### config.mk
export PLATFORM = sky130hd
export DESIGN_NAME = c2d_ram
export DESIGN_NICKNAME = d
export VERILOG_FILES = /design/src/sv/c2d_ram.sv
export SDC_FILE = /design/constraint.sdc
export NUM_CORES = 1
export LEC_CHECK = 0
export ABC_CLOCK_PERIOD_IN_PS = 2500
export BUFFER_PORTS_ARGS = -buffer_cell sky130_fd_sc_hd__buf_2
export CAP_MARGIN = 5
export CORE_UTILIZATION = 45
export DETAILED_ROUTE_END_ITERATION = 12
export GPL_TIMING_DRIVEN = 1
export SLEW_MARGIN = 10
export SYNTH_ARGS = -nofsm -noshare
export SYNTH_HDL_FRONTEND = slang
export SYNTH_SLANG_ARGS = --single-unit
### constraint.sdc
create_clock -name aclk -period 2.5 [get_ports aclk]
set_clock_uncertainty 0.05 [all_clocks]
set_input_delay 0.5 -clock aclk [delete_from_list [all_inputs] [get_ports aclk]]
set_output_delay 0.5 -clock aclk [all_outputs]
set_load 0.01 [all_outputs]
### src/sv/c2d_ram.sv
// Generic single-port-write, single-port-read RAM with registered read.
module c2d_ram #(
    parameter int Width = 16,
    parameter int Depth = 16
) (
    input  logic                     aclk,
    input  logic                     we,
    input  logic [$clog2(Depth)-1:0] waddr,
    input  logic [Width-1:0]         wdata,
    input  logic [$clog2(Depth)-1:0] raddr,
    output logic [Width-1:0]         rdata
);
    logic [Width-1:0] mem [Depth];
    always_ff @(posedge aclk) begin
        if (we) mem[waddr] <= wdata;
        rdata <= mem[raddr];
    end
endmodule

==> impl_results.md, run 1 <==
- Outcome: complete, no violations
- Clock latency at the later pin of the worst-skew pair: 520 ps
- CORE AREA: around 22000 sq um
- Initial antenna violation count: 1
- Largest family of logic cells by synthesized area: multiplexers
- GRT overflow: 0
- Area contributors post-synth: edfxtp_1 77%, mux4_2 12%, dfxtp_1 3.2%
- Critical Path, Cell by Cell: buf_2
- Largest area contributor in the netlist: edfxtp_1
- Die height: 151.4 um
- Worst hold path type: input pin to flip-flop
- Area grow syn2layout: 16.37%
- DRT Wirelength: 20400 um
- Worst r2r dst: rdata[5]$_DFF_P_
- Pre-CTS WS: 377.5 ps
- Sequential element share of the synthesized area: 0.7973
- CP Launch Type: flip-flop
- Compound-Gate Fraction of Synth Area: 0.02392
- Post-synth EDFFs: about 260
- Critical path class: flip-flop to output port
- CP max FO: 1
- Worst R2R Setup Slack: 1090 ps
- Adder-cell area share of the yosys netlist: 0
- CTS tree: done
- F_max: around 0.64 GHz
- Filler Cell Count: 1651
- Final Max Tran Viols: 0
- Critical Path Max Stage Delay: 360 ps
- Post-synth top flop: edfxtp_1
- Post-Place Cell Area: 10790 sq um
- CP required: 1950 ps
- Most frequent cell after synthesis: edfxtp_1
- First-pass GRT wire length: 30350 um
- P_sw: 1892 uW
- DP Cell Count: 758
- Reg2reg path depth: 3
- Slew headroom: 0.3808
- Post-CTS resize count: 0
- Ys async rst share: 0
- Worst slew pin tran: 928.8 ps
- PD cells: 827.8 nW/um^2
- Initial Util: 0.4602
- Setup ws final: 928.3 ps
- Final critical-path share of the clock period: 0.6287
- CTS Buffer Depth: 3
- Mean Syn Cell Area: 23.25 sq um
- Pin count of the biggest net entering global routing: 41
- Critical path's slowest cell: dfxtp_1
- Final Wtd Congestion: 0.7317
- Critical Path AT: 1020 ps
- Net Sw Frac: 0.1955
- Post-Layout Cell Count: 807
- Clock network power share: 0.422
- Via Count: 4613
- Cts hold-fix bufs: 0
- Post-synthesis mux area share: 0.1473
- Max Cap Viol: 0
- Layout cells sized above 1: 0.3321
- Die span in x: roughly 150 um
- Synth Area in Simple Gates: 0.01919
- RSZ-0062 raised after global routing: false
- Mapped Cells: 432
- CTS H-Tree Depth: 1
- Initial DRC Count: 394
- Setup TNS: 0 ps
- Crit path time final: 1572 ps
- Root Buffer: clkbuf_16
- Core Rows: between 50 and 60
- Nets: 533
- Worst vdd ir: approximately 0.00046 V
- Yosys reg bits: 272
- CTS Buf Count: 27
- Hold-critical path endpoint: mem[4][14]$_DFFE_PP_
- Setup Viol. Count Final: 0
- Vias in the first global route: 4815
- Clock sinks: 272
- Yosys warning count: 0
- Sequential share of power: 0.530
- Diode count: 0
- Fin util: 0.5355
- # IOs: 42
- Tot GR Track Use: 0.1892
- Clock-pin slew on the worst setup and hold paths: around 60 ps
- Antenna-violating nets left: 0
- Worst r2r src: mem[11][5]$_DFFE_PP_
- Design area: roughly 12000 sq um
- Int Power: 7784 uW
- Min-Delay Path Depth: 1
- Die Area: 22920 sq um
- Syn Std Cell Area: 10040 sq um
- Synth top area share: 0.7654
- LEAKAGE: 0.003836 uW
- Buf/Inv on CP: 1
- Comb pwr share: 0.048
- DR DRC count: 0
- DR vias/cell: 5.716
- Synth Area in XOR/XNOR: 0
- Post-CTS Repair Setup Buffers: 0
- Post-DP HPWL: 10980 um
- Critical Path Sink Type: output port
- Post-DR wirelength/cell: ~25 um
- CP delay by family, top: flip-flops
- Synthesized Nets: 458
- I/O Buffers: 41
- Worst hold start: wdata[14]
- Pre-Repair DR Iteration Count: 5
- Synth cell count leaders: 256 x edfxtp_1, 54 x mux4_2, 32 x a22oi_1, 17 x nand2_1, 16 x dfxtp_1
- Count of final hold-check violations: 0
- Count of cell types in the netlist: 19
==> cell type report <==
cell class | instances | area (sq um) | share of cell area
sequential | 272 | 8008 | 0.6851
multi-input combinational | 139 | 1968 | 0.1684
clock buffer | 33 | 698.2 | 0.05974
timing repair buffer | 67 | 465.4 | 0.03982
tap | 280 | 350.3 | 0.02998
clock inverter | 16 | 197.7 | 0.01691
==> per-layer routing <==
metal | part of all wire | track usage | vias up
met5 | 0.00049 | 0 | -
met4 | 0.017 | 0.04650 | 2
met3 | 0.068 | 0.03645 | 33
met2 | 0.47 | 0.2929 | 147
met1 | 0.44 | 0.2779 | 2442
li1 | - | - | 1989
==> flip-flops by register name, summed over array words and instances (netlist names) <==
register	flops
mem	256
rdata	16
==> cells by family after synthesis <==
kind of cell	count (synthesis)
buffers and inverters	21
flip-flops	272
AO/OA/AOI/OAI	32
multiplexers	64
AND/OR/NAND/NOR	43
==> per-stage QoR <==
stage                     hold WS [ps]  power [uW]
after floorplan                  548.9        5479
after global placement           591.9        5681
after detailed placement         606.8        5698
after CTS                        285.0        9747
after global routing             292.9        9952
final                            296.1        9675
==> worst max path at each step <==
| stage | end | slack, ps | from | cells after the start |
|---|---|---|---|---|
| after floorplan | mem[8][0]$_DFFE_PP_ | 200 | waddr[2] | 2 |
| after global placement | rdata[10]$_DFF_P_ | 380 | raddr[0] | 5 |
| after detailed placement | rdata[6]$_DFF_P_ | 380 | raddr[0] | 5 |
| after CTS | rdata[8] | 900 | rdata[8]$_DFF_P_ | 1 |
| after global routing | rdata[8]$_DFF_P_ | 830 | raddr[0] | 5 |
| final | rdata[8] | 930 | rdata[8]$_DFF_P_ | 1 |
==> power by group through the flow <==
| stage | Sequential, uW | Combinational, uW | Clock (uW) |
|---|---|---|---|
| 2_1_floorplan | 5230 | 249 | 0 |
| 3_3_place_gp | 5220 | 461 | 0 |
| 3_5_place_dp | 5230 | 473 | 0 |
| 4_1_cts | 5130 | 474 | 4140 |
| 5_1_grt | 5130 | 504 | 4310 |
| 6_report | 5130 | 463 | 4090 |
==> layout by cell type, fill, tap and decap left out <==
cell | Yosys | routed
a22oi_1 | 32 | 32
and2_1 | 1 | 1
buf_12 | 0 | 5
buf_2 | 3 | 40
buf_4 | 3 | 22
bufinv_16 | 0 | 5
clkbuf_1 | 8 | 6
clkbuf_16 | 0 | 27
clkinv_1 | 0 | 6
clkinv_2 | 0 | 5
dfxtp_1 | 16 | 16
edfxtp_1 | 256 | 256
mux4_1 | 10 | 10
mux4_2 | 54 | 54
nand2_1 | 17 | 17
nand2b_1 | 2 | 2
nand3_1 | 1 | 1
nand3b_1 | 2 | 2
nor2_1 | 13 | 1
nor2_2 | 0 | 12
nor2b_1 | 2 | 2
nor3_2 | 0 | 3
nor3_4 | 0 | 1
or3b_2 | 1 | 1
No activity file was read; power rests on OpenSTA's default activity.
==> run 2: changes to the inputs <==
ABC_CLOCK_PERIOD_IN_PS = 1600   (was 2500)
clock period = 1.6 ns   (was 2.5 ns; I/O delays follow)
==> run 2 against run 1 <==
Compared with the run above: sequential power increased by 56%; clock-buffer cell count increased by 1; cell count increased by 2.9%; critical path depth unchanged; die area unchanged; power increased by 57%; register-to-register slack got worse by 800 ps; sequential share of layout area decreased by 2.1 points; core utilization increased by 1.7 points; clock power increased by 57%.
==> impl_results.md, run 2 (synthesis results as in run 1) <==
- CTS Buf Count: 28 (+3.7%)
- Tot GR Track Use: 0.1969 (+0.007664)
- CTS Buffer Depth: 3 (unchanged)
- I/O Buffers: 41 (unchanged)
- Clock latency at the later pin of the worst-skew pair: 550 ps (+30 ps)
- Outcome: complete, no violations
- Slew headroom: 0.2541 (-0.1267)
- Clock-pin slew on the worst setup and hold paths: 60 ps (about the same)
- Final critical-path share of the clock period: 0.9585
- Clock sinks: 272 (unchanged)
- Nets: 554 (+3.9%)
- Critical path class: flip-flop to output port
- DR vias/cell: 5.766 (+0.88%)
- Post-CTS Repair Setup Buffers: 0 (unchanged)
- Biggest regs: mem: 256 flops, rdata: 16 flops
- Initial antenna violation count: 1 (unchanged)
- F_max: 0.6520 GHz
- LEAKAGE: 0.004003 uW (+4.4%)
- Post-Layout Cell Count: 830 (+2.9%)
- CTS H-Tree Depth: 1 (unchanged)
- CORE AREA: 21820 sq um (unchanged)
- CP required: 1230 ps (-720 ps)
- DP Cell Count: 778 (+2.6%)
- Critical Path Sink Type: output port
- Area grow syn2layout: 19.98%
- Final Total Pwr: 15220 uW (+57%)
- Commonest non-fill, non-tap cell in the layout: edfxtp_1
- Antenna-violating nets left: 0 (unchanged)
- Crit path time final: 1534 ps
- Core Rows: 54 (unchanged)
- Pin count of the biggest net entering global routing: 24 (-41%)
- Most frequent cells in the layout: 256 x edfxtp_1, 54 x mux4_2, 40 x buf_2
- Worst slew pin tran: 1114 ps (+185.0 ps)
- Critical Path Max Stage Delay: 430 ps (+70 ps)
- Post-DR wirelength/cell: 25.83 um (+2.2%)
- Max Cap Viol: 0 (unchanged)
- Pre-Repair DR Iteration Count: 5 (unchanged)
- Root Buffer: clkbuf_16
- # IOs: 42 (unchanged)
- Via Count: 4786 (+3.8%)
- Post-CTS resize count: 0 (unchanged)
- Post-DP HPWL: 11990 um (+9.2%)
- CP Launch Type: flip-flop
- Buf/Inv on CP: 1 (unchanged)
- Cts hold-fix bufs: 0 (unchanged)
- First-pass GRT wire length: 31280 um (+3.1%)
- Final Max Tran Viols: 0 (unchanged)
- PD cells: 1263 nW/um^2 (+53%)
- Worst vdd ir: 0.0008715 V (+91%)
- Setup TNS: 0 ps (unchanged)
- Fin util: 0.5522 (+0.01663)
- Vias in the first global route: 4876 (+1.3%)
- Worst hold path type: input pin to flip-flop
- Die height: 151.4 um (unchanged)
- Count of final hold-check violations: 0 (unchanged)
- Die span in x: 151.4 um (unchanged)
- Setup Viol. Count Final: 0 (unchanged)
- Initial DRC Count: 563 (+43%)
- Critical Path, Cell by Cell: buf_2
- CTS tree: done
- CP delay by family, top: flip-flops
- Layout cells sized above 1: 0.3698 (+0.03769)
- Critical Path AT: 1160 ps (+140 ps)
- CP max FO: 1 (unchanged)
- DRT Wirelength: 21440 um (+5.1%)
- DR DRC count: 0 (unchanged)
- Max reg flops: 256 (unchanged)
- RSZ-0062 raised after global routing: false
- Die Area: 22920 sq um (unchanged)
- GRT overflow: 0 (unchanged)
- Final Wtd Congestion: 0.7621 (+4.2%)
- Initial Util: 0.4602 (unchanged)
- Top reg by flops: mem
- Critical path's slowest cell: dfxtp_1
## run 2: power breakdown
group	internal (uW)	leakage (uW)	total, uW	switching, uW
combinational	349	0.00110	784	435
clock	3790	0.000456	6420	2630
sequential	7960	0.00245	8020	51.1
total	12100	0.00400	15200	3110
## run 2: layout make-up
cell class | count | area (sq um)
diodes | 1 | 2.502
clock buffers | 34 | 743.2
clock inverters | 17 | 176.4
fillers | 1640 | 9773
multi-input cells | 139 | 1992
flip-flops and latches | 272 | 8008
well taps | 280 | 350.3
repair buffers | 87 | 778.2
## run 2: worst paths after layout
kind                            slack [ps]                 start  cells after the start                   to
worst min-delay path                   100              wdata[5]                      1  mem[8][5]$_DFFE_PP_
worst max register to register         290  mem[14][8]$_DFFE_PP_                      3     rdata[8]$_DFF_P_
worst min register to register         600  mem[14][5]$_DFFE_PP_                      3     rdata[5]$_DFF_P_
worst max-delay path                    70      rdata[8]$_DFF_P_                      1             rdata[8]
## run 2: metal layers
| layer | GRT usage | wire (um) |
|---|---|---|
| met5 | 0 | 8 |
| met1 | 0.2966 | 9285 |
| met2 | 0.3002 | 10030 |
| met4 | 0.05500 | 521 |
| met3 | 0.02922 | 1589 |
## run 2: through the flow
step | cell area, sq um | worst slack [ps] | hold WS (ps)
floorplan | 10100 | -291.0 | 368.9
global placement | 11130 | -182.3 | 600.0
detailed placement | 11130 | -204.3 | 611.6
CTS | 12050 | 89.82 | 84.26
global route | 12050 | 64.55 | 97.16
finish | 12050 | 66.35 | 96.95
