==> src/sv/c2d_pkg.sv <==
// Package: constants, types and address helpers for the conv2d block.
package c2d_pkg;
    localparam int MaxHeight      = 32;
    localparam int MaxWidth       = 32;
    localparam int MaxInChannels  = 16;
    localparam int MaxOutChannels = 16;
    localparam int MaxKernel      = 5;

    localparam int ActDepth = MaxHeight * MaxWidth * MaxInChannels;
    localparam int WgtDepth = MaxOutChannels * MaxInChannels * MaxKernel * MaxKernel;
    localparam int BiasDepth = MaxOutChannels;
    localparam int ActAw  = $clog2(ActDepth);
    localparam int WgtAw  = $clog2(WgtDepth);
    localparam int BiasAw = (BiasDepth > 1) ? $clog2(BiasDepth) : 1;
    localparam int AccW   = 48;

    typedef enum logic [1:0] {
        OP_LOAD_ACT  = 2'd0,
        OP_LOAD_WGT  = 2'd1,
        OP_LOAD_BIAS = 2'd2,
        OP_COMPUTE   = 2'd3
    } op_t;

    typedef enum logic [2:0] {
        REG_MAP_H  = 3'd0,
        REG_MAP_W  = 3'd1,
        REG_KER_H  = 3'd2,
        REG_KER_W  = 3'd3,
        REG_IN_CH  = 3'd4,
        REG_OUT_CH = 3'd5
    } reg_idx_t;

    // clamped configuration seen by the datapath
    typedef struct packed {
        logic [5:0] h;
        logic [5:0] w;
        logic [2:0] kh;
        logic [2:0] kw;
        logic [4:0] nin;
        logic [4:0] nout;
    } cfg_t;

    // compute job handed from front to back
    typedef struct packed {
        logic [4:0] row;
        logic [4:0] col;
        logic [3:0] oc;
    } job_t;

    function automatic logic [ActAw-1:0] act_addr(input logic [4:0] r, input logic [4:0] c,
                                                  input logic [3:0] ic);
        logic [31:0] a;
        a = (32'(r) * MaxWidth + 32'(c)) * MaxInChannels + 32'(ic);
        return a[ActAw-1:0];
    endfunction

    function automatic logic [WgtAw-1:0] wgt_addr(input logic [3:0] oc, input logic [3:0] ic,
                                                  input logic [2:0] tr, input logic [2:0] tc);
        logic [31:0] a;
        a = ((32'(oc) * MaxInChannels + 32'(ic)) * MaxKernel + 32'(tr)) * MaxKernel + 32'(tc);
        return a[WgtAw-1:0];
    endfunction

    function automatic logic [5:0] clamp6(input logic [5:0] v, input int hi);
        if (v == 6'd0) return 6'd1;
        if (32'(v) > hi) return 6'(hi);
        return v;
    endfunction
endpackage

==> src/sv/c2d_front.sv <==
// Front end: config registers, item decode, store writes, compute job queue.
module c2d_front (
    input  logic                  aclk,
    input  logic                  aresetn,
    input  logic                  cfg_valid,
    output logic                  cfg_ready,
    input  logic [2:0]            cfg_index,
    input  logic [5:0]            cfg_data,
    input  logic                  s_tvalid,
    output logic                  s_tready,
    input  logic [47:0]           s_tdata,
    output c2d_pkg::cfg_t         cfg,
    output logic                  act_we,
    output logic [c2d_pkg::ActAw-1:0] act_waddr,
    output logic                  wgt_we,
    output logic [c2d_pkg::WgtAw-1:0] wgt_waddr,
    output logic                  bias_we,
    output logic [c2d_pkg::BiasAw-1:0] bias_waddr,
    output logic [15:0]           wdata,
    output logic                  job_valid,
    input  logic                  job_ready,
    output c2d_pkg::job_t         job
);
    import c2d_pkg::*;

    logic [5:0] mh_reg, mw_reg;
    logic [2:0] kh_reg, kw_reg;
    logic [4:0] nin_reg, nout_reg;

    assign cfg_ready = 1'b1;
    always_ff @(posedge aclk) begin
        if (!aresetn) begin
            mh_reg <= 6'd32; mw_reg <= 6'd32; kh_reg <= 3'd3; kw_reg <= 3'd3;
            nin_reg <= 5'd16; nout_reg <= 5'd16;
        end else if (cfg_valid) begin
            case (cfg_index)
                REG_MAP_H:  mh_reg <= cfg_data;
                REG_MAP_W:  mw_reg <= cfg_data;
                REG_KER_H:  kh_reg <= cfg_data[2:0];
                REG_KER_W:  kw_reg <= cfg_data[2:0];
                REG_IN_CH:  nin_reg <= cfg_data[4:0];
                REG_OUT_CH: nout_reg <= cfg_data[4:0];
                default: ;
            endcase
        end
    end

    always_comb begin
        cfg.h    = clamp6(mh_reg, MaxHeight);
        cfg.w    = clamp6(mw_reg, MaxWidth);
        cfg.kh   = 3'(clamp6({3'd0, kh_reg}, MaxKernel));
        cfg.kw   = 3'(clamp6({3'd0, kw_reg}, MaxKernel));
        cfg.nin  = 5'(clamp6({1'b0, nin_reg}, MaxInChannels));
        cfg.nout = 5'(clamp6({1'b0, nout_reg}, MaxOutChannels));
    end

    op_t        op;
    logic [4:0] row, col;
    logic [3:0] ic, oc;
    logic [2:0] tr, tc;
    assign op   = op_t'(s_tdata[1:0]);
    assign row  = s_tdata[6:2];
    assign col  = s_tdata[11:7];
    assign ic   = s_tdata[15:12];
    assign oc   = s_tdata[19:16];
    assign tr   = s_tdata[22:20];
    assign tc   = s_tdata[25:23];
    assign wdata = s_tdata[41:26];

    // two-entry job queue
    job_t       q_reg [2];
    logic       wp_reg, rp_reg;
    logic [1:0] cnt_reg;
    logic       acc_in, push, pop, in_range;

    // loads hold off until no compute is queued or running, so none overtakes one
    assign s_tready = (cnt_reg != 2'd2)
                      && ((op == OP_COMPUTE) || ((cnt_reg == 2'd0) && job_ready));
    assign acc_in   = s_tvalid && s_tready;
    assign in_range = ({1'b0, row} < cfg.h) && ({1'b0, col} < cfg.w) && ({1'b0, oc} < cfg.nout);
    assign push     = acc_in && (op == OP_COMPUTE) && in_range;
    assign job_valid = (cnt_reg != 2'd0);
    assign pop      = job_valid && job_ready;
    assign job      = q_reg[rp_reg];

    assign act_we    = acc_in && (op == OP_LOAD_ACT);
    assign act_waddr = act_addr(row, col, ic);
    assign wgt_we    = acc_in && (op == OP_LOAD_WGT) && (32'(tr) < MaxKernel)
                       && (32'(tc) < MaxKernel);
    assign wgt_waddr = wgt_addr(oc, ic, tr, tc);
    assign bias_we   = acc_in && (op == OP_LOAD_BIAS);
    assign bias_waddr = BiasAw'(oc);

    always_ff @(posedge aclk) begin
        if (push) q_reg[wp_reg] <= '{row: row, col: col, oc: oc};
        if (!aresetn) begin
            wp_reg <= 1'b0; rp_reg <= 1'b0; cnt_reg <= 2'd0;
        end else begin
            if (push) wp_reg <= ~wp_reg;
            if (pop)  rp_reg <= ~rp_reg;
            cnt_reg <= cnt_reg + 2'(push) - 2'(pop);
        end
    end
endmodule

==> config.mk <==
export PLATFORM = sky130hd
export DESIGN_NAME = c2d_front
export DESIGN_NICKNAME = d
export VERILOG_FILES = /design/src/sv/c2d_pkg.sv /design/src/sv/c2d_front.sv
export SDC_FILE = /design/constraint.sdc
export NUM_CORES = 1
export LEC_CHECK = 0
export BUFFER_PORTS_ARGS = -buffer_cell sky130_fd_sc_hd__buf_2
export CORE_ASPECT_RATIO = 0.8
export CORE_UTILIZATION = 35
export DETAILED_ROUTE_END_ITERATION = 8
export PLACE_DENSITY_LB_ADDON = 0.12
export SKIP_CTS_REPAIR_TIMING = 1
export SLEW_MARGIN = 20
export SYNTH_ARGS = -nofsm -noshare
export SYNTH_HDL_FRONTEND = slang
export SYNTH_SLANG_ARGS = --single-unit
==> constraint.sdc <==
create_clock -name aclk -period 9.8 [get_ports aclk]
set_clock_uncertainty 0.2 [all_clocks]
set_input_delay 2.94 -clock aclk [delete_from_list [all_inputs] [get_ports aclk]]
set_output_delay 2.94 -clock aclk [all_outputs]
set_load 0.1 [all_outputs]
==> results.md <==
* IO Port Bufs at 117
* Leak at 2.82 nW
* Crit Path Class: in -> out
* Synth-to-layout area growth at 40.0%
* Clk pwr share at 0.133
* Final Instance Area at 0.00614 mm²
* Overflow after GRT at 0
* Ys flop type: dfxtp_1
* First drt pass iteration count at 4
* Clk_lat worst skew at 0.33 ns
* CP Launch Point: s_tdata[13]
* CTS HTree Levels at 3
* Crit path largest cell delay at 0.41 ns
* Async S/R FF share, synth at 0
* Max-slew headroom at 0.525
* Placed cells at 723
* Cell Area, Placed at 0.00548 mm²
* Failing checks: negative setup slack
* Fin worst setup slack at -0.0404 ns
* Max cap viols at 0
* Synth Cell Area at 0.00438 mm²
* CTS Root Cell: clkbuf_16
* Fin. max-slew vios at 0
* Max reg flops at 28
* Die Y at 102 µm
* Psw at 1.18 mW
* Area occupied by multi-input gates at 0.00297 mm²
* Setup violations, final at 1
* Die area at 0.0130 mm²
* Worst-path fanout max at 5
* Worst-path cell chain: buf_8 > buf_6 > ha_4 > ha_4 > inv_2 > fa_2 > nor2b_4 > o21ai_2 > a21boi_2 > o21a_1 > nor2_2 > xnor2_2 > ha_4 > ha_4 > ha_4 > a21o_1 > a21o_1 > a21oi_4 > a32oi_4 > xnor2_4 > buf_12
* R2R Setup Slk at 6.65 ns
* Crit share post-route at 1.00
* Fraction of layout cells with a size suffix above 1 at 0.444
* Crit path time final at 9.84 ns
* Gpl congestion at 0.756
* Clock-pin slew of the registers on the worst-case setup and hold paths at 0.05 ns
* Initial antenna violation count at 0
* EDFF count, synth at 28
* Ys Warns at 0
* Largest net degree at the start of global routing at 24
* Diode count at 0
* Fillers at 1136
* Switching portion of total power at 0.523
* Critical Path Sink: wgt_waddr[12]
* Clock sink count at 61
* Mapped Nets at 574
* Die width at 127 µm
* Maximum clock path buffer count at 2
* DRC viols at 0
* Layout Cells excl Fill at 743
* Comb power frac at 0.737
* CP arrival at 6.70 ns
* Pint at 1.08 mW
* Setup TNS at -0.0404 ns
* DPL Wire Length at 8.15 mm
* Worst min-delay path class: reg -> reg
* Slowest stage cell, crit path: fa_2
* Sequential-to-total area share from yosys stat at 0.343
* Via count at 3480
* Synthesized instance count at 441
* First-pass GRT wire length at 15.4 mm
* Final hold violation count at 0
* # IOs at 157
* Startpoint types: input port
* Avg WL per Cell at 14.0 µm
* Pwr Density at 368 mW/mm²
* ANT nets after route at 0
* Vias in the first global route at 3084
* WP data required at 6.66 ns
* Core box area at 0.0122 mm²
* Layout Nets at 700
* Worst VDD drop at 371 µV
* WL final at 10.4 mm
* Max Fclk at 0.102 GHz
* Mapped Avg Cell Area at 9.94 µm²
* CP dominant cell by count: ha_4
* Num CTS Buffers at 9
* R2R depth at 14
* Starting Density at 0.359
* Endpoint type of the worst setup path: primary output
* Vias per Instance at 4.68
* RR Startpoint: mw_reg[5]
* Initial drt markers at 76
* Row Count at 36
* FF+latch area at 0.00150 mm²
* Reg2reg end: cnt_reg[1]
* Worst slew pin tran at 0.712 ns
* Synth cell types at 55
* Status: complete, but fails checks
* GRT Util Overall at 0.157
* CTS tree: built
* Yosys reg bits at 61
* Sequential share of power at 0.130
* RSZ-0062 raised after global routing: true
worst min-delay path by stage:
stage	endpoint	start	cells past startpoint
after floorplan	kh_reg[0]	kh_reg[0]	2
after global placement	kw_reg[0]	kw_reg[0]	2
after detailed placement	kh_reg[0]	kh_reg[0]	2
after CTS	kw_reg[0]	kw_reg[0]	2
after global routing	kw_reg[0]	kw_reg[0]	2
final	kw_reg[0]	kw_reg[0]	2
cell families after synthesis:
family / count (synthesis) / synth area share
xor+xnor: 18 / 0.0360
fa+ha+maj: 71 / 0.206
mux: 41 / 0.0976
buf+inv: 75 / 0.0948
other cells: 1 / 0.000856
simple gates: 119 / 0.138
flops: 61 / 0.343
compound gates: 55 / 0.0842
per-layer routing:
layer | up-vias | track usage | part of all wire
met2 | 78 | 0.230 | 0.42
met4 | 0 | 0.0412 | 0.0093
li1 | 1766 | - | -
met1 | 1617 | 0.224 | 0.51
met3 | 19 | 0.0466 | 0.058
met5 | - | 0 | 0
stage by stage:
stage               hold slack (ns)  total power, mW   util  setup slack (ns)
CTS                           0.275             2.18  0.472            -0.455
global placement              0.256             1.86  0.449            -0.330
global route                  0.292             2.36  0.503            -0.217
finish                        0.272             2.26  0.503           -0.0404
floorplan                     0.235             1.47      -            -0.313
detailed placement            0.261             1.87  0.449            -0.425
power groups by stage:
stage	sequential (mW)	clock, mW	combinational [mW]
floorplan	0.289	0	1.18
finish	0.294	0.299	1.66
CTS	0.294	0.307	1.57
global route	0.296	0.321	1.74
detailed placement	0.299	0	1.57
global placement	0.298	0	1.56
final cells by class:
type,instances,area share
Clock inverter,6,0.00877
Sequential cell,61,0.245
Multi-Input combinational cell,305,0.484
Inverter,27,0.0165
Clock buffer,10,0.0373
Tap cell,171,0.0349
Timing Repair Buffer,163,0.173
critical path, delay by kind of cell:
family	cells	cell delay [ns]
fa+ha+maj	6	1.52
xor+xnor	2	0.41
compound gates	7	1.18
buf+inv	4	0.45
simple gates	2	0.19
cell usage in the layout (no fill, tap or decap), types with 4 or more instances in the layout:
cell	instances
buf_2	106
ha_1	48
buf_4	46
nor2_1	37
dfxtp_1	33
edfxtp_1	28
mux2i_1	27
nand2_1	25
inv_1	24
ha_4	21
mux2_2	14
clkbuf_16	9
o21ai_0	8
nand2b_1	8
a21oi_1	8
nor2b_1	8
buf_12	7
nor3_1	6
o211ai_1	5
o21ai_1	5
and2_1	4
a21o_1	4
xnor2_1	4
o21bai_1	4
xnor2_4	4
clkinv_2	4
Yosys cell counts, drive strengths merged, types with 12 or more instances:
| cell | number | area, µm² |
|---|---|---|
| ha | 69 | 863 |
| nor2 | 39 | 146 |
| buf | 37 | 273 |
| dfxtp | 33 | 661 |
| edfxtp | 28 | 841 |
| inv | 27 | 101 |
| mux2i | 27 | 270 |
| nand2 | 27 | 101 |
| o21ai | 16 | 80.1 |
| mux2 | 14 | 158 |
| a21oi | 12 | 60.1 |
Power figures use the tool's default switching activity.
