`config.mk`:
```
export PLATFORM = sky130hd
export DESIGN_NAME = c2d_back
export DESIGN_NICKNAME = d
export VERILOG_FILES = /design/src/sv/c2d_pkg.sv /design/src/sv/c2d_back.sv
export SDC_FILE = /design/constraint.sdc
export NUM_CORES = 1
export LEC_CHECK = 0
export ABC_AREA = 1
export BUFFER_PORTS_ARGS = -buffer_cell sky130_fd_sc_hd__buf_2
export CAP_MARGIN = 20
export CORE_MARGIN = 10
export CORE_UTILIZATION = 69
export CTS_BUF_LIST = sky130_fd_sc_hd__clkbuf_8
export DETAILED_ROUTE_END_ITERATION = 8
export PLACE_DENSITY = 0.91
export SETUP_SLACK_MARGIN = 0.05
export SYNTH_ARGS = -nofsm -noshare
export SYNTH_HDL_FRONTEND = slang
export SYNTH_SLANG_ARGS = --single-unit
```
`constraint.sdc`:
```
create_clock -name aclk -period 8.3 [get_ports aclk]
set_clock_uncertainty 0.05 [all_clocks]
set_input_delay 0 -clock aclk [delete_from_list [all_inputs] [get_ports aclk]]
set_output_delay 0 -clock aclk [all_outputs]
set_load 0.05 [all_outputs]
```
`src/sv/c2d_pkg.sv`:
```
// Package: constants, types and address helpers for the conv2d block.
package c2d_pkg;
    localparam int MaxHeight      = 32;
    localparam int MaxWidth       = 32;
    localparam int MaxInChannels  = 16;
    localparam int MaxOutChannels = 16;
    localparam int MaxKernel      = 5;

    localparam int ActDepth = MaxHeight * MaxWidth * MaxInChannels;
    localparam int WgtDepth = MaxOutChannels * MaxInChannels * MaxKernel * MaxKernel;
    localparam int BiasDepth = MaxOutChannels;
    localparam int ActAw  = $clog2(ActDepth);
    localparam int WgtAw  = $clog2(WgtDepth);
    localparam int BiasAw = (BiasDepth > 1) ? $clog2(BiasDepth) : 1;
    localparam int AccW   = 48;

    typedef enum logic [1:0] {
        OP_LOAD_ACT  = 2'd0,
        OP_LOAD_WGT  = 2'd1,
        OP_LOAD_BIAS = 2'd2,
        OP_COMPUTE   = 2'd3
    } op_t;

    typedef enum logic [2:0] {
        REG_MAP_H  = 3'd0,
        REG_MAP_W  = 3'd1,
        REG_KER_H  = 3'd2,
        REG_KER_W  = 3'd3,
        REG_IN_CH  = 3'd4,
        REG_OUT_CH = 3'd5
    } reg_idx_t;

    // clamped configuration seen by the datapath
    typedef struct packed {
        logic [5:0] h;
        logic [5:0] w;
        logic [2:0] kh;
        logic [2:0] kw;
        logic [4:0] nin;
        logic [4:0] nout;
    } cfg_t;

    // compute job handed from front to back
    typedef struct packed {
        logic [4:0] row;
        logic [4:0] col;
        logic [3:0] oc;
    } job_t;

    function automatic logic [ActAw-1:0] act_addr(input logic [4:0] r, input logic [4:0] c,
                                                  input logic [3:0] ic);
        logic [31:0] a;
        a = (32'(r) * MaxWidth + 32'(c)) * MaxInChannels + 32'(ic);
        return a[ActAw-1:0];
    endfunction

    function automatic logic [WgtAw-1:0] wgt_addr(input logic [3:0] oc, input logic [3:0] ic,
                                                  input logic [2:0] tr, input logic [2:0] tc);
        logic [31:0] a;
        a = ((32'(oc) * MaxInChannels + 32'(ic)) * MaxKernel + 32'(tr)) * MaxKernel + 32'(tc);
        return a[WgtAw-1:0];
    endfunction

    function automatic logic [5:0] clamp6(input logic [5:0] v, input int hi);
        if (v == 6'd0) return 6'd1;
        if (32'(v) > hi) return 6'(hi);
        return v;
    endfunction
endpackage

```
`src/sv/c2d_back.sv`:
```
// Back end: walks channels and taps on one MAC, rounds, saturates, applies ReLU.
module c2d_back (
    input  logic                  aclk,
    input  logic                  aresetn,
    input  c2d_pkg::cfg_t         cfg,
    input  logic                  job_valid,
    output logic                  job_ready,
    input  c2d_pkg::job_t         job,
    output logic [c2d_pkg::ActAw-1:0] act_raddr,
    input  logic [15:0]           act_rdata,
    output logic [c2d_pkg::WgtAw-1:0] wgt_raddr,
    input  logic [15:0]           wgt_rdata,
    output logic [c2d_pkg::BiasAw-1:0] bias_raddr,
    input  logic [15:0]           bias_rdata,
    output logic                  m_tvalid,
    input  logic                  m_tready,
    output logic [31:0]           m_tdata,
    output logic                  m_tuser
);
    import c2d_pkg::*;

    typedef enum logic [4:0] {
        ST_IDLE = 5'b00001,
        ST_BIAS = 5'b00010,
        ST_RUN  = 5'b00100,
        ST_DRAIN = 5'b01000,
        ST_OUT  = 5'b10000
    } st_t;

    st_t        st_reg, st_next;
    job_t       job_reg;
    logic [3:0] ic_reg;
    logic [2:0] fh_reg, fw_reg;
    logic       rd_v_reg, mul_v_reg;
    logic signed [31:0] prod_reg;
    logic signed [AccW-1:0] acc_reg;
    logic [31:0] out_reg;
    logic        sat_reg;

    logic signed [6:0] ih, iw;
    logic tap_ok, last_tap;
    assign ih = 7'(signed'({2'b0, job_reg.row})) + 7'(signed'({4'b0, fh_reg}))
              - 7'(signed'({4'b0, cfg.kh[2:1]}));
    assign iw = 7'(signed'({2'b0, job_reg.col})) + 7'(signed'({4'b0, fw_reg}))
              - 7'(signed'({4'b0, cfg.kw[2:1]}));
    assign tap_ok = !ih[6] && !iw[6] && (ih[5:0] < cfg.h) && (iw[5:0] < cfg.w);
    assign last_tap = ({1'b0, ic_reg} == cfg.nin - 5'd1) && (fh_reg == cfg.kh - 3'd1)
                    && (fw_reg == cfg.kw - 3'd1);

    assign act_raddr  = act_addr(ih[4:0], iw[4:0], ic_reg);
    assign wgt_raddr  = wgt_addr(job_reg.oc, ic_reg, fh_reg, fw_reg);
    // bias read is issued at the pop, so it addresses the queue head
    assign bias_raddr = BiasAw'((st_reg == ST_IDLE) ? job.oc : job_reg.oc);
    assign job_ready  = (st_reg == ST_IDLE);
    assign m_tvalid   = (st_reg == ST_OUT);
    assign m_tdata    = out_reg;
    assign m_tuser    = sat_reg;

    logic signed [AccW-1:0] rnd;
    assign rnd = acc_reg + AccW'(2048);

    always_comb begin
        st_next = st_reg;
        unique case (st_reg)
            ST_IDLE:  if (job_valid) st_next = ST_BIAS;
            ST_BIAS:  st_next = ST_RUN;
            ST_RUN:   if (last_tap) st_next = ST_DRAIN;
            ST_DRAIN: if (!rd_v_reg && !mul_v_reg) st_next = ST_OUT;
            ST_OUT:   if (m_tready) st_next = ST_IDLE;
            default:  st_next = ST_IDLE;
        endcase
    end

    always_ff @(posedge aclk) begin
        if (!aresetn) begin
            st_reg <= ST_IDLE; rd_v_reg <= 1'b0; mul_v_reg <= 1'b0;
        end else begin
            st_reg    <= st_next;
            rd_v_reg  <= (st_reg == ST_RUN) && tap_ok;
            mul_v_reg <= rd_v_reg;
        end
        if (st_reg == ST_IDLE) begin
            job_reg <= job;
            ic_reg <= '0; fh_reg <= '0; fw_reg <= '0;
        end
        if (st_reg == ST_BIAS)
            acc_reg <= AccW'(signed'(bias_rdata)) <<< 8;
        else if (mul_v_reg)
            acc_reg <= acc_reg + AccW'(prod_reg);
        if (st_reg == ST_RUN) begin
            if (fw_reg == cfg.kw - 3'd1) begin
                fw_reg <= '0;
                if (fh_reg == cfg.kh - 3'd1) begin
                    fh_reg <= '0;
                    ic_reg <= ic_reg + 4'd1;
                end else fh_reg <= fh_reg + 3'd1;
            end else fw_reg <= fw_reg + 3'd1;
        end
        prod_reg <= signed'(act_rdata) * signed'(wgt_rdata);
        if (st_reg == ST_DRAIN) begin
            out_reg[13:0] <= {job_reg.oc, job_reg.col, job_reg.row};
            out_reg[31:29] <= '0;
            if (acc_reg <= 0) begin
                out_reg[28:14] <= '0; sat_reg <= 1'b0;
            end else if (rnd[AccW-1:12] > (AccW-12)'(32767)) begin
                out_reg[28:14] <= 15'h7FFF; sat_reg <= 1'b1;
            end else begin
                out_reg[28:14] <= rnd[26:12]; sat_reg <= 1'b0;
            end
        end
    end
endmodule

```
==> results of run 1 <==
## worst paths after layout
check,startpoint,to,slack [ns],cells after the start
setup / recovery,ic_reg[0],wgt_raddr[12],2.88,21
hold / removal,cfg[12],fh_reg[2],0.07,5
setup reg to reg,fw_reg[1],rd_v_reg,4.98,14
hold reg to reg,rd_v_reg,mul_v_reg,0.43,2
## layer usage
layer | routed length (um) | vias to the layer above | part of all wire
met2 | 32600 | 1181 | 0.49
met4 | 3160 | 0 | 0.048
li1 | - | 9455 | -
met5 | 0 | - | 0
met1 | 24900 | 9704 | 0.38
met3 | 5760 | 288 | 0.087
## placed cells by master (no fill, tap or decap), types with 3 or more instances in the layout
cell type,instances
inv_1,685
dlygate4sd3_1,35
o21a_1,6
xor2_1,49
nor3_1,22
xnor2_1,41
nand2_2,9
nand2_1,731
nand4_1,29
o22ai_1,3
buf_4,5
edfxtp_1,87
fa_1,269
inv_2,4
dfxtp_1,54
a21o_1,7
clkinvlp_4,3
buf_2,151
o21ai_0,101
a21oi_1,136
inv_8,7
nand3b_1,13
o21bai_1,15
nor2_2,8
a31oi_1,12
nand3_1,127
clkbuf_8,17
conb_1,3
or2_2,18
nor2_1,219
nor4_1,16
ha_1,220
a21boi_0,10
nor2_4,3
## cell families after synthesis
| group | Yosys count | synth area share |
|---|---|---|
| XOR/XNOR | 91 | 0.0366 |
| flip-flops | 141 | 0.167 |
| buffers and inverters | 759 | 0.129 |
| AND/OR/NAND/NOR | 1205 | 0.227 |
| other | 1 | 0.000169 |
| AO/OA/AOI/OAI | 298 | 0.0733 |
| multiplexers | 1 | 0.000451 |
| adder cells (fa/ha/maj) | 489 | 0.367 |
## area by class of cell
class / instances / area, um2 / share of cell area
clock buffers: 17 / 234 / 0.00977
clock inverters: 15 / 148 / 0.00617
inverters: 690 / 2590 / 0.108
multi-input cells: 2087 / 15600 / 0.653
flip-flops and latches: 141 / 3690 / 0.154
well taps: 402 / 503 / 0.0210
repair buffers: 191 / 1140 / 0.0478
## through the flow
| stage | instances | util | worst slack, ns | hold WS, ns |
|---|---|---|---|---|
| global route | 3543 | 0.757 | 2.57 | 0.100 |
| detailed placement | 3475 | 0.733 | 2.50 | 0.130 |
| global placement | 3475 | 0.733 | 2.59 | 0.127 |
| CTS | 3542 | 0.757 | 2.90 | 0.0239 |
| finish | 3543 | 0.757 | 2.88 | 0.0682 |
| floorplan | 2987 | - | 3.03 | 0.0343 |
## tightest hold or removal path, stage by stage
cell and delay (ns):
buf_2 0.12, xnor2_1 0.14, xor2_1 0.10, nand4_1 0.12
o22ai_1 0.07
==> metrics.md, run 1 <==
| Metric | Value |
|---|---|
| Status | `completed` |
| Final Hold Violating Endpoints | `0` |
| Slew @ Worst Pin | `around 1.1 ns` |
| DR vias/cell | `5.82` |
| DRT antenna net count | `0` |
| Crit path launch type | `flip-flop` |
| Root buf cell | `clkbuf_8` |
| DR pass1 iterations | `9` |
| # setup viols final | `0` |
| Critical-path maximum fanout | `8` |
| FP Rows | `65` |
| Worst skew pair latency | `around 0.49 ns` |
| CTS tree | `built` |
| Worst Path Required | `slightly above 8 ns` |
| Wirelength per Cell | `between 15 and 20 um` |
| CP Capture Type | `output port` |
| Mapped Cells | `2,985` |
| Synth warn | `0` |
| Hpwl dp | `about 53,000 um` |
| # resized after CTS | `0` |
| Die Area | `between 30,000 and 40,000 um2` |
| Fillers | `between 2,000 and 2,500` |
| GRT Total Usage | `0.345` |
| First-pass GRT wire length | `about 110,000 um` |
| Number of synthesized flops with an enable pin | `between 80 and 90` |
| Max-slew violations | `0` |
| Sequential area share after synthesis | `0.167` |
| Top Usage Layer GRT | `met2` |
| GR Util met1 | `0.404` |
| Number of synthesized register bits | `about 140` |
| Number of global-route vias before repair | `about 22,000` |
| Setup tns final | `0 ns` |
| Worst EP arrival | `5.37 ns` |
| Most frequent cell after synthesis | `nand2_1` |
| Core Region | `~32,000 um2` |
| Largest net degree at the start of global routing | `42` |
| Worst rel slew slack | `0.285` |
| Post-CTS Setup Inserts | `0` |
| Area leader, netlist | `fa_1` |
| Avg Cell Area, Syn | `roughly 7.4 um2` |
| Buf/Inv on CP | `2` |
| Share of layout cells above drive strength 1 | `0.0745` |
| Max Cap Viol | `0` |
| Slowest Stage Delay on Critical Path | `about 0.55 ns` |
| Leading register cell type out of synthesis | `edfxtp_1` |
| Die height | `about 200 um` |
| Fin crit period | `about 5.4 ns` |
| Hold Crit Class | `input pin to flip-flop` |
| Critical path class | `flip-flop to output port` |
| Clock transition at the registers of the reported paths | `0.10 ns` |
| Top cells by instance count after synthesis | `nand2_1, inv_1, fa_1` |
| CTS Buffer Depth | `2` |
| GR Util met3 | `0.0547` |
| Max reg flops | `between 40 and 50` |
| Critical path's top delay family | `adder cells` |
| Initial DRC Count | `slightly below 2,000` |
| Vias | `~21,000` |
| GPL Wtd Cong | `between 0.9 and 1` |
| Top cells by area, synth | `fa_1, ha_1, nand2_1, edfxtp_1, inv_1` |
| Horiz. Die Dim | `between 150 and 200 um` |
| Routed wire length | `about 66,000 um` |
| Period utilization | `0.653` |
| Remaining global-route overflow | `0` |
| Cell Area, Placed | `between 20,000 and 25,000 um2` |
| Hold-fix buffers, CTS | `35` |
| ANT cells | `0` |
| Worst-path cell chain | `ha_1 -> ha_1 -> inv_1 -> fa_1 -> o21ai_0 -> nand2_1 -> nand2_1 -> nand2_1 -> a21oi_1 -> o21ai_0 -> nand2_1 -> xor2_1 -> ha_1 -> ha_1 -> ha_1 -> nand2_1 -> nor3_1 -> nand3_1 -> nand4_1 -> xor3_1 -> buf_2` |
| Synth top area share | `0.243` |
| IO buf count | `between 150 and 200` |
| Finished Cell Area | `between 20,000 and 25,000 um2` |
| CTS Buf Count | `17` |
| Area Overhead vs Synth | `7.95%` |
| Initial Utilization | `0.701` |
| Sink Count | `~140` |
| Achievable Freq | `~0.18 GHz` |
| Remaining DRCs | `0` |
| Global routing usage on met2 | `0.607` |
| FFs w/ async S/R, synth | `0` |
| H-tree Lvls | `4` |
| Num ports | `160` |
| Initial antenna violation count | `0` |
| Critical Path Slowest Stage Cell | `dfxtp_1` |
| RSZ-0062 raised after global routing | `false` |
| Synth cell types | `50` |
| Mapped Area | `about 22,000 um2` |
| Fin nets | `3,711` |
Power of run 1 is not shown: default switching activity piles up to over one toggle a cycle in this logic, so the estimate is an artifact.
==> run 2, diff against run 1 <==
--- a/config.mk
+++ b/config.mk
@@ -9,10 +9,10 @@
 export BUFFER_PORTS_ARGS = -buffer_cell sky130_fd_sc_hd__buf_2
 export CAP_MARGIN = 20
 export CORE_MARGIN = 10
-export CORE_UTILIZATION = 69
+export CORE_UTILIZATION = 64
 export CTS_BUF_LIST = sky130_fd_sc_hd__clkbuf_8
 export DETAILED_ROUTE_END_ITERATION = 8
-export PLACE_DENSITY = 0.91
+export PLACE_DENSITY = 0.85
 export SETUP_SLACK_MARGIN = 0.05
 export SYNTH_ARGS = -nofsm -noshare
 export SYNTH_HDL_FRONTEND = slang
==> constraint.sdc (replaced) <==
create_clock -name aclk -period 5.15 [get_ports aclk]
set_clock_uncertainty 0.05 [all_clocks]
set_input_delay 0 -clock aclk [delete_from_list [all_inputs] [get_ports aclk]]
set_output_delay 0 -clock aclk [all_outputs]
set_load 0.05 [all_outputs]
==> metrics.md, run 2 (same netlist as run 1, synthesis figures left out) <==
| Metric | Value |
|---|---|
| FP Rows | `between 60 and 70` |
| DR vias/cell | `5.54` |
| Wirelength per Cell | `17.5 um` |
| Initial DRC Count | `1,470` |
| Root buf cell | `clkbuf_8` |
| Area Overhead vs Synth | `13.5%` |
| Worst skew pair latency | `0.50 ns` |
| CP startpoint | `ic_reg[3]` |
| Achievable Freq | `between 0.2 and 0.25 GHz` |
| R2r startpoint | `fw_reg[1]` |
| ANT cells | `0` |
| Die Area | `42,500 um2` |
| Hold Crit Class | `input pin to flip-flop` |
| GPL Wtd Cong | `roughly 1` |
| Remaining global-route overflow | `0` |
| Largest net degree at the start of global routing | `41` |
| Num ports | `between 150 and 200` |
| Status | `completed` |
| Hpwl dp | `between 50,000 and 60,000 um` |
| Max Cap Viol | `0` |
| Fin crit period | `slightly below 5 ns` |
| Commonest non-fill, non-tap cell in the layout | `nand2_1` |
| DR pass1 iterations | `6` |
| Fin nets | `3,836` |
| Share of layout cells above drive strength 1 | `0.117` |
| HP Start | `cfg[12]` |
| Worst Path Required | `5.10 ns` |
| Critical path class | `flip-flop to output port` |
| Initial Utilization | `0.645` |
| Most frequent cells in the layout | `nand2_1, inv_1, fa_1` |
| RSZ-0062 raised after global routing | `true` |
| Vias | `approximately 21,000` |
| Number of global-route vias before repair | `21,812` |
| Non-Filler Instances | `between 3,000 and 4,000` |
| Horiz. Die Dim | `206 um` |
| Cells after DPL | `roughly 3,700` |
| CTS Buf Count | `17` |
| Max reg flops | `48` |
| Sink Count | `between 100 and 150` |
| Final Hold Violating Endpoints | `0` |
| Slew @ Worst Pin | `about 1.1 ns` |
| Die height | `a little over 200 um` |
| CTS Buffer Depth | `2` |
| IO buf count | `between 150 and 200` |
| Worst rel slew slack | `0.243` |
| Max-slew violations | `0` |
| H-tree Lvls | `4` |
| Critical-path maximum fanout | `6` |
| GRT Total Usage | `0.311` |
| Period utilization | `0.952` |
| CTS tree | `built` |
| DRT antenna net count | `0` |
| # setup viols final | `0` |
| Routed wire length | `around 65,000 um` |
| Worst EP arrival | `between 4 and 5 ns` |
| Crit path launch type | `flip-flop` |
| Remaining DRCs | `0` |
| Final design utilization | `0.733` |
| Clock transition at the registers of the reported paths | `0.10 ns` |
| CP Capture Type | `output port` |
| Initial antenna violation count | `0` |
| Reg-to-reg setup timing slack | `around 1.6 ns` |
| Core Region | `between 30,000 and 40,000 um2` |
| First-pass GRT wire length | `approximately 110,000 um` |
==> run 2: cell count changes in the layout (fill, tap and decap cells not counted), sizes merged <==
cell and change:
buf +123, clkbuf +1, clkinv +1, inv -1, dlygate4sd3 +1
==> run 2: path summary, 6_finish.rpt <==
kind,end,depth (start not counted)
min reg2reg,m_tdata[6],0
max,wgt_raddr[11],21
max reg2reg,rd_v_reg,15
min,fh_reg[2],5
==> run 2: routing by layer <==
metal / global-route usage / vias up / share of wire
met5: 0 / - / 0
met4: 0.144 / 0 / 0.043
met3: 0.0393 / 211 / 0.068
met2: 0.564 / 928 / 0.51
met1: 0.357 / 9776 / 0.38
li1: - / 9699 / -
==> run 2: final cells by class <==
class | count | area (um2)
flip-flops and latches | 141 | 3700
clock buffers | 17 | 234
repair buffers | 316 | 2170
fillers | 2579 | 9190
multi-input cells | 2087 | 15800
well taps | 455 | 569
inverters | 690 | 2590
clock inverters | 15 | 168
==> run 2: through the flow <==
stage | hold WS (ns) | cell area (um2) | worst slack (ns) | setup TNS [ns]
after global routing | 0.0995 | 25200 | 0.0310 | 0
after detailed placement | 0.129 | 24300 | -0.278 | -2.98
after floorplan | 0.0343 | 22200 | 0.0536 | 0
after CTS | 0.0357 | 25100 | 0.0669 | 0
final | 0.0607 | 25200 | 0.246 | 0
after global placement | 0.129 | 24300 | -0.0908 | -0.568
==> run 2: what timing repair did <==
action                     in CTS  in global routing
pin swaps                       0                  5
hold buffers                   36                  0
setup endpoints to repair       2                 15
buffers inserted                0                  1
hold endpoints to repair       39                  0
resized for setup               3                 26
gates cloned                    0                  0
==> run 2: worst max-delay path, stage by stage (launching register included) <==
cell     delay, ns
dfxtp_1       0.31
buf_4         0.15
ha_1          0.28
ha_1          0.31
ha_1          0.35
a21oi_1       0.19
nand2_1       0.14
a21oi_1       0.16
o21ai_0       0.12
xnor2_1       0.14
inv_1         0.08
ha_1          0.31
ha_1          0.31
ha_1          0.36
a21o_1        0.19
a21oi_2       0.14
o21ai_1       0.11
a21oi_1       0.17
nor2_1        0.06
nor2_1        0.10
xor2_1        0.16
buf_4         0.22
Power of run 2 is left out for the same reason.
